## src/rtl/pcet_pkg.sv

```systemverilog
// Shared types, constants and defaults for the per-chip error threshold tracker.
package pcet_pkg;

    localparam int unsigned MAX_CHIPS_DEF  = 16;
    localparam int unsigned LINE_SHIFT_DEF = 6;

    localparam int unsigned ADDR_W  = 48;
    localparam int unsigned SEL_W   = 4;
    localparam int unsigned SHIFT_W = 5;
    localparam int unsigned NCHIP_W = 5;
    localparam int unsigned CNT_W   = 16;
    localparam int unsigned OP_W    = 2;
    localparam int unsigned PADDR_W = 4;
    localparam int unsigned PDATA_W = 32;
    localparam int unsigned IDX_W   = 6;

    localparam int unsigned S_TDATA_W = 56;
    localparam int unsigned M_TDATA_W = 72;

    localparam logic [CNT_W-1:0] COUNT_MAX = '1;

    localparam logic [SHIFT_W-1:0] SHIFT_RST = 5'd6;
    localparam logic [NCHIP_W-1:0] NCHIP_RST = 5'd8;
    localparam logic [CNT_W-1:0]   THR_RST   = 16'd16;

    typedef enum logic [OP_W-1:0] {
        OP_ERROR     = 2'd0,
        OP_CLEAR_ALL = 2'd1,
        OP_CLEAR_ONE = 2'd2,
        OP_UNUSED    = 2'd3
    } t_opcode;

    typedef enum logic [1:0] {
        REG_SHIFT  = 2'd0,
        REG_NCHIP  = 2'd1,
        REG_THRESH = 2'd2,
        REG_NONE   = 2'd3
    } t_reg_idx;

    typedef enum logic [1:0] {
        ST_IDLE,
        ST_MOD,
        ST_READ,
        ST_UPDATE
    } t_state;

    // Control of the shared remainder unit.
    typedef struct packed {
        logic clr;
        logic step;
        logic din;
    } t_mod_ctl;

endpackage

```

## src/rtl/pcet_ram.sv

```systemverilog
// Generic single-write, single-read RAM with registered read data.
module pcet_ram #(
    parameter int unsigned WIDTH = 16,
    parameter int unsigned DEPTH = 16,
    localparam int unsigned AW = (DEPTH > 1) ? $clog2(DEPTH) : 1
) (
    input  logic             i_clk,
    input  logic             i_we,
    input  logic [AW-1:0]    i_waddr,
    input  logic [WIDTH-1:0] i_wdata,
    input  logic [AW-1:0]    i_raddr,
    output logic [WIDTH-1:0] o_rdata
);

    logic [WIDTH-1:0] r_mem [DEPTH];
    logic [WIDTH-1:0] r_rdata;

    always_ff @(posedge i_clk) begin
        if (i_we) begin
            r_mem[i_waddr] <= i_wdata;
        end
        r_rdata <= r_mem[i_raddr];
    end

    assign o_rdata = r_rdata;

endmodule

```

## src/rtl/pcet_mod_unit.sv

```systemverilog
// Bit-serial restoring remainder unit: one dividend bit per step, MSB first.
module pcet_mod_unit (
    input  logic                          i_clk,
    input  logic                          i_rst_n,
    input  pcet_pkg::t_mod_ctl            i_ctl,
    input  logic [pcet_pkg::NCHIP_W-1:0]  i_divisor,
    output logic [pcet_pkg::NCHIP_W-1:0]  o_rem
);
    import pcet_pkg::*;

    logic [NCHIP_W-1:0] r_rem;
    logic [NCHIP_W-1:0] n_rem;
    logic [NCHIP_W:0]   w_trial;

    // Shift in one bit, subtract the divisor when it fits.
    always_comb begin
        w_trial = {r_rem, i_ctl.din};
        n_rem   = r_rem;
        if (i_ctl.clr) begin
            n_rem = '0;
        end else if (i_ctl.step) begin
            if (w_trial >= {1'b0, i_divisor}) begin
                n_rem = NCHIP_W'(w_trial - {1'b0, i_divisor});
            end else begin
                n_rem = NCHIP_W'(w_trial);
            end
        end
    end

    always_ff @(posedge i_clk) begin
        if (!i_rst_n) begin
            r_rem <= '0;
        end else begin
            r_rem <= n_rem;
        end
    end

    assign o_rem = r_rem;

endmodule

```

## src/rtl/per_chip_error_threshold_tracker.sv

```systemverilog
// Top level of the per-chip correctable error threshold tracker.
//
// Requests arrive on the s_axis channel: tuser carries the opcode, tdata the
// physical address and the chip select. An error report is aligned down to
// a line, mapped to a chip by (line >> interleave_shift) mod chip_count and
// answered by one result on m_axis; interval and single-chip clears update
// state in the accept cycle and produce no result.
// An error report keeps the sequencer busy while its remainder is formed
// bit-serially by the shared remainder unit, one address bit per cycle from
// bit 47 down to bit interleave_shift; then the read state reads the counter
// RAM and the update state updates it and loads the result.
// s_axis_tready is high only while the sequencer is idle. The result sits in
// an output register, so the next request is taken while a result still
// waits; a stalled receiver only holds the update step once a second result
// is ready. Counters live in a RAM whose entries are qualified by per-chip
// valid bits, so a clear-all only has to clear the valid bits. Synchronous reset
// clears the valid bits, the pending marks, the sequencer and the output
// valid, and restores the register defaults. Registers sit on an APB port
// at byte addresses 0, 4 and 8; pready is always high.
module per_chip_error_threshold_tracker #(
    parameter int unsigned MAX_CHIPS  = pcet_pkg::MAX_CHIPS_DEF,
    parameter int unsigned LINE_SHIFT = pcet_pkg::LINE_SHIFT_DEF
) (
    input  logic                             i_clk,
    input  logic                             i_rst_n,
    // stream in
    input  logic                             s_axis_tvalid,
    output logic                             s_axis_tready,
    // [47:0] phys_address, [51:48] chip_select, [55:52] zero
    input  logic [pcet_pkg::S_TDATA_W-1:0]   s_axis_tdata,
    // [1:0] opcode
    input  logic [pcet_pkg::OP_W-1:0]        s_axis_tuser,
    // stream out
    output logic                             m_axis_tvalid,
    input  logic                             m_axis_tready,
    // [47:0] line_address, [51:48] chip_id, [67:52] error_count,
    // [68] scrub_trigger, [71:69] zero
    output logic [pcet_pkg::M_TDATA_W-1:0]   m_axis_tdata,
    // APB configuration
    input  logic                             psel,
    input  logic                             penable,
    input  logic                             pwrite,
    input  logic [pcet_pkg::PADDR_W-1:0]     paddr,
    input  logic [pcet_pkg::PDATA_W-1:0]     pwdata,
    output logic [pcet_pkg::PDATA_W-1:0]     prdata,
    output logic                             pready
);
    import pcet_pkg::*;

    localparam int unsigned CW = (MAX_CHIPS > 1) ? $clog2(MAX_CHIPS) : 1;
    localparam logic [ADDR_W-1:0] LINE_MASK = ~((ADDR_W'(1) << LINE_SHIFT) - ADDR_W'(1));
    localparam logic [6:0] MAX_CHIPS_V = 7'(MAX_CHIPS);

    // ---------------- configuration registers ----------------
    logic [SHIFT_W-1:0] r_shift;
    logic [NCHIP_W-1:0] r_nchip;
    logic [CNT_W-1:0]   r_thresh;
    logic               w_cfg_wr;
    t_reg_idx           w_reg_idx;

    assign pready    = 1'b1;
    assign w_reg_idx = t_reg_idx'(paddr[3:2]);
    assign w_cfg_wr  = psel && penable && pwrite;

    always_ff @(posedge i_clk) begin
        if (!i_rst_n) begin
            r_shift  <= SHIFT_RST;
            r_nchip  <= NCHIP_RST;
            r_thresh <= THR_RST;
        end else if (w_cfg_wr) begin
            case (w_reg_idx)
                REG_SHIFT:  r_shift  <= pwdata[SHIFT_W-1:0];
                REG_NCHIP:  r_nchip  <= pwdata[NCHIP_W-1:0];
                REG_THRESH: r_thresh <= pwdata[CNT_W-1:0];
                default: ;
            endcase
        end
    end

    always_comb begin
        case (w_reg_idx)
            REG_SHIFT:  prdata = PDATA_W'(r_shift);
            REG_NCHIP:  prdata = PDATA_W'(r_nchip);
            REG_THRESH: prdata = PDATA_W'(r_thresh);
            default:    prdata = '0;
        endcase
    end

    // Effective chip count: zero acts as one, clamp to MAX_CHIPS.
    logic [NCHIP_W-1:0] w_neff;
    always_comb begin
        if (r_nchip == '0) begin
            w_neff = NCHIP_W'(1);
        end else if ({2'b00, r_nchip} > MAX_CHIPS_V) begin
            w_neff = NCHIP_W'(MAX_CHIPS_V);
        end else begin
            w_neff = r_nchip;
        end
    end

    // ---------------- request decode ----------------
    t_state              r_state;
    t_state              n_state;
    logic                w_in_acc;
    t_opcode             w_op;
    logic [ADDR_W-1:0]   w_addr;
    logic [SEL_W-1:0]    w_sel;
    logic [IDX_W-1:0]    w_sel_ext;
    logic [CW-1:0]       w_sel_idx;

    assign s_axis_tready = (r_state == ST_IDLE);
    assign w_in_acc      = s_axis_tvalid && s_axis_tready;
    assign w_op          = t_opcode'(s_axis_tuser);
    assign w_addr        = s_axis_tdata[ADDR_W-1:0];
    assign w_sel         = s_axis_tdata[ADDR_W +: SEL_W];
    assign w_sel_ext     = IDX_W'(w_sel);
    assign w_sel_idx     = w_sel_ext[CW-1:0];

    // ---------------- datapath registers ----------------
    logic [ADDR_W-1:0]  r_line;
    logic [NCHIP_W-1:0] r_n;
    logic [IDX_W-1:0]   r_idx;
    logic               w_last_bit;

    assign w_last_bit = (r_idx == IDX_W'(r_shift));

    always_ff @(posedge i_clk) begin
        if (w_in_acc && (w_op == OP_ERROR)) begin
            r_line <= w_addr & LINE_MASK;
            r_n    <= w_neff;
        end
        if (w_in_acc) begin
            r_idx <= IDX_W'(ADDR_W - 1);
        end else if (r_state == ST_MOD) begin
            r_idx <= r_idx - IDX_W'(1);
        end
    end

    // ---------------- shared remainder unit ----------------
    t_mod_ctl           w_mod_ctl;
    logic [NCHIP_W-1:0] w_rem;
    logic [IDX_W-1:0]   w_rem_ext;
    logic [CW-1:0]      w_chip;

    pcet_mod_unit u_mod (
        .i_clk     (i_clk),
        .i_rst_n   (i_rst_n),
        .i_ctl     (w_mod_ctl),
        .i_divisor (r_n),
        .o_rem     (w_rem)
    );

    assign w_rem_ext = IDX_W'(w_rem);
    assign w_chip    = w_rem_ext[CW-1:0];

    // ---------------- counter store ----------------
    logic [MAX_CHIPS-1:0] r_cnt_vld;
    logic [MAX_CHIPS-1:0] r_pend;
    logic                 w_ram_we;
    logic [CNT_W-1:0]     w_ram_rdata;
    logic [CNT_W-1:0]     w_cnt_old;
    logic [CNT_W-1:0]     w_cnt_new;
    logic                 w_trig;

    pcet_ram #(
        .WIDTH (CNT_W),
        .DEPTH (MAX_CHIPS)
    ) u_cnt_ram (
        .i_clk   (i_clk),
        .i_we    (w_ram_we),
        .i_waddr (w_chip),
        .i_wdata (w_cnt_new),
        .i_raddr (w_chip),
        .o_rdata (w_ram_rdata)
    );

    // An entry without its valid bit reads as zero.
    assign w_cnt_old = r_cnt_vld[w_chip] ? w_ram_rdata : '0;
    assign w_cnt_new = (w_cnt_old == COUNT_MAX) ? w_cnt_old : w_cnt_old + CNT_W'(1);
    assign w_trig    = !r_pend[w_chip] && (w_cnt_new >= r_thresh);

    // ---------------- output register ----------------
    logic               r_m_valid;
    logic [ADDR_W-1:0]  r_o_line;
    logic [SEL_W-1:0]   r_o_chip;
    logic [CNT_W-1:0]   r_o_cnt;
    logic               r_o_trig;
    logic               w_out_free;
    logic               w_out_load;

    assign w_out_free = !r_m_valid || m_axis_tready;

    // ---------------- sequencer ----------------
    always_comb begin
        n_state = r_state;
        case (r_state)
            ST_IDLE: begin
                if (w_in_acc && (w_op == OP_ERROR)) begin
                    n_state = ST_MOD;
                end
            end
            ST_MOD: begin
                if (w_last_bit) begin
                    n_state = ST_READ;
                end
            end
            ST_READ:   n_state = ST_UPDATE;
            ST_UPDATE: begin
                if (w_out_free) begin
                    n_state = ST_IDLE;
                end
            end
            default:   n_state = ST_IDLE;
        endcase
    end

    always_comb begin
        w_mod_ctl  = '0;
        w_ram_we   = 1'b0;
        w_out_load = 1'b0;
        case (r_state)
            ST_IDLE: begin
                w_mod_ctl.clr = w_in_acc && (w_op == OP_ERROR);
            end
            ST_MOD: begin
                w_mod_ctl.step = 1'b1;
                w_mod_ctl.din  = r_line[r_idx];
            end
            ST_UPDATE: begin
                w_ram_we   = w_out_free;
                w_out_load = w_out_free;
            end
            default: ;
        endcase
    end

    always_ff @(posedge i_clk) begin
        if (!i_rst_n) begin
            r_state <= ST_IDLE;
        end else begin
            r_state <= n_state;
        end
    end

    // Valid bits and pending marks: valid-bit clears act at accept, updates at write-back.
    always_ff @(posedge i_clk) begin
        if (!i_rst_n) begin
            r_cnt_vld <= '0;
            r_pend    <= '0;
        end else begin
            if (w_in_acc && (w_op == OP_CLEAR_ALL)) begin
                r_cnt_vld <= '0;
            end else if (w_in_acc && (w_op == OP_CLEAR_ONE)
                         && ({1'b0, w_sel} < w_neff)) begin
                r_cnt_vld[w_sel_idx] <= 1'b0;
            end else if (w_ram_we) begin
                r_cnt_vld[w_chip] <= 1'b1;
            end
            if (w_ram_we && w_trig) begin
                r_pend[w_chip] <= 1'b1;
            end
        end
    end

    always_ff @(posedge i_clk) begin
        if (!i_rst_n) begin
            r_m_valid <= 1'b0;
        end else if (w_out_load) begin
            r_m_valid <= 1'b1;
        end else if (m_axis_tready) begin
            r_m_valid <= 1'b0;
        end
    end

    always_ff @(posedge i_clk) begin
        if (w_out_load) begin
            r_o_line <= r_line;
            r_o_chip <= w_rem[SEL_W-1:0];
            r_o_cnt  <= w_cnt_new;
            r_o_trig <= w_trig;
        end
    end

    assign m_axis_tvalid = r_m_valid;
    assign m_axis_tdata  = {3'b000, r_o_trig, r_o_cnt, r_o_chip, r_o_line};

endmodule

```

## config.mk

```make
export PLATFORM = sky130hd
export DESIGN_NAME = per_chip_error_threshold_tracker
export DESIGN_NICKNAME = d
export VERILOG_FILES = /design/src/rtl/pcet_pkg.sv /design/src/rtl/pcet_ram.sv /design/src/rtl/pcet_mod_unit.sv /design/src/rtl/per_chip_error_threshold_tracker.sv
export SDC_FILE = /design/constraint.sdc
export NUM_CORES = 1
export LEC_CHECK = 0
export BUFFER_PORTS_ARGS = -buffer_cell sky130_fd_sc_hd__buf_2
export CELL_PAD_IN_SITES_DETAIL_PLACEMENT = 1
export CELL_PAD_IN_SITES_GLOBAL_PLACEMENT = 1
export CORE_MARGIN = 2
export CORE_UTILIZATION = 53
export CTS_CLUSTER_DIAMETER = 80
export DETAILED_ROUTE_END_ITERATION = 8
export PLACE_DENSITY = 0.86
export SYNTH_ARGS = -nofsm -noshare
export SYNTH_HDL_FRONTEND = slang
export SYNTH_SLANG_ARGS = --single-unit
```

## constraint.sdc

```tcl
create_clock -name i_clk -period 11.26 [get_ports i_clk]
set_input_delay 0.563 -clock i_clk [delete_from_list [all_inputs] [get_ports i_clk]]
set_output_delay 0.563 -clock i_clk [all_outputs]
set_load 0.01 [all_outputs]
```

==> results.tsv <==
metric	value	unit
comb_power_share	12.3	%
drtIter0Drc	909	
ios	208	
hold_class	in -> reg	
relSlewSlack	11.43	%
synth.most_common_cell	edfxtp_1	
p_leak	6.660	nW
slew_violations	0	
gp_congestion	0.8602	
synth.distinct_cells	62	
hold_viol_final	0	
ctsHoldBuffers	0	
fin_crit_sh	59.42	%
synth_top_cell_by_area	edfxtp_1	
die_w	190.5	µm
post_cts_buffers	0	
fmax	149.5	MHz
ys_async_sr_fraction	0	%
grt_overflow	0	
seq_area_frac_synth	69.14	%
layout_min_cycle_time	6.690	ns
fp.coreArea	34370	µm²
nets	1447	
vdd_drop_max	0.0001598	V
critPathKind	reg -> reg	
antenna_left	0	
dieArea	36310	µm²
clock-sinks	454	
end_kind	register	
netlist_instances	1134	
maxCapViolCount	0	
drive_gt1_share	27.81	%
routed-via-count	11000	
start_util	53.66	%
avgRoutedWirePerCell	27.16	µm
num_rows	68	
clock_latency	0.58	ns
p_int	2.915	mW
cts_resized	0	
synth_top_area_share	59.59	%
setup_violations	0	
syn-cell-area	18440	µm²
worstMarginPinSlew	1.321	ns
port_buffers	153	
cts-root-buf	clkbuf_16	
routed_wl	49110	µm
crit_required	11.56	ns
avgSynthCellArea	16.26	µm²
dp_hpwl	30660	µm
synth_common_cells	edfxtp_1 (366), nand2_1 (104), mux4_2 (95)	
drc_errors	0	
status	complete, no violations	
power-per-cell-area	184.2	nW/µm²
cts_tree	built	
power.share.clock	38.0	%
grt_pass1_vias	11990	
finClkSkew	0.02760	ns
rsz0062_at_grt	no	
design_area	21240	µm²
cts_buffers	45	
p_sw	0.9980	mW
critPathArrivalTime	6.99	ns
vias_per_cell	6.081	
pwr-share-seq	49.7	%
clk_pin_slew	0.06	ns
finalPower	3.913	mW
yosys-top-cells-area	edfxtp_1 (60%), mux4_2 (12%), dfxtp_1 (9.6%)	
antenna_found_initial	2	
synth_edf_count	366	
grt_max_degree	74	
holdWs	0.1566	ns
tns	0	ns
postPlaceCellArea	19770	µm²
cts.path.max_buffers	3	
syn_to_final_growth	15.15	%
critPathLaunchType	register	
yosysWarnings	0	
path_max_fanout	44	
swShare	25.51	%
die_h	190.5	µm
drt-pass1-iter-count	5	
yosys_register_bits	454	
htreeDepth	2	
synth-main-ff-cell	edfxtp_1	
grt_pass1_wl	73640	µm
grtUsageTotal	27.73	%
worst paths after layout:
path                     from      endpoint  slack, ns  depth (start not counted)
max            u_mod.o_rem[0]      r_o_trig       4.57                         19
max reg2reg    u_mod.o_rem[0]      r_o_trig       4.57                         19
min reg2reg        r_line[30]  r_o_line[30]       0.44                          0
min          s_axis_tdata[19]    r_line[19]       0.16                          1
cells in the final DEF, fill, tap and decap left out, drive strengths merged, types with 8 or more instances in the layout:
master,synthesis,final
a21boi,19,19
a21o,8,8
a21oi,16,16
and2,11,11
buf,49,188
clkbuf,29,65
clkinv,0,14
conb,2,26
dfxtp,88,88
edfxtp,366,366
ha,30,30
inv,42,43
mux2i,19,19
mux4,96,96
nand2,104,104
nand3,27,27
nand4,11,11
nor2,53,53
nor2b,15,15
nor3,16,16
o21ai,16,16
o31ai,19,19
xnor2,11,11
xor2,11,11
metal layers:
metal,part of all wire [%],wire length [µm],vias to the layer above,track usage [%]
li1,-,-,4687,-
met1,37,18000,5591,33.94
met2,51,25180,555,47.52
met3,7.5,3680,160,5.907
met4,4.5,2234,2,12.52
met5,0.031,15,-,0
flip-flops by register name, indices dropped and copies added, names as in the netlist:
name	flops
u_cnt_ram.r_mem	256
r_line	42
r_o_line	42
r_cnt_vld	16
r_o_cnt	16
r_pend	16
r_thresh	16
u_cnt_ram.o_rdata	16
r_idx	6
r_n	5
r_nchip	5
r_shift	5
u_mod.o_rem	5
r_o_chip	4
r_state	2
m_axis_tvalid	1
r_o_trig	1
power by group through the flow:
stage	Clock [mW]	Combinational (mW)	Sequential (mW)
floorplan	0	0.386	1.92
global route	1.57	0.516	1.96
global placement	0	0.455	1.97
CTS	1.51	0.483	1.95
detailed placement	0	0.473	1.98
finish	1.49	0.483	1.94
logic make-up (layout without fill, tap and decap cells):
group / after synthesis / after routing / synth area share (%)
AOI/OAI and AO/OA: 124 / 124 / 4.945
xor gates and xnor gates: 22 / 22 / 1.045
adders and majority gates: 31 / 31 / 2.144
buffers and inverters: 120 / 314 / 3.080
DFF: 454 / 454 / 69.14
muxes: 118 / 118 / 12.96
other: 2 / 27 / 0.04072
and+or+nand+nor: 263 / 263 / 6.648
cell type report:
class / count / area (µm²)
antenna: 1 / 2.502
clock buffer: 65 / 1294
clock inverter: 19 / 170.2
fill: 3148 / 13140
inverter: 42 / 157.7
multi-input combinational: 584 / 5255
sequential: 454 / 12760
tap: 455 / 569.3
timing repair buffer: 188 / 1028
stage by stage:
stage	cells	setup WS, ns	util (%)
after global routing	1807	4.147	61.78
final	1808	4.570	61.79
after detailed placement	1723	4.749	57.52
after CTS	1807	4.651	61.78
after floorplan	1158	5.802	-
after global placement	1723	5.092	57.52
critical path, stage by stage, from the launching register on:
cell and delay, ns:
dfxtp_4 0.92, mux4_2 0.60, mux2i_1 0.21, mux2_2 0.54, nor2_1 0.09, ha_1 0.27
and4_1 0.26, nand4_1 0.15, nand2b_1 0.43, nand4_1 0.17, xor2_1 0.18, nor2_1 0.96
ha_1 0.44, a21o_1 0.17, a21o_1 0.18, a21oi_1 0.15, o21ai_0 0.11, a21oi_1 0.16
buf_4 0.28, nor2_1 0.08
Power figures use the tool's default switching activity.
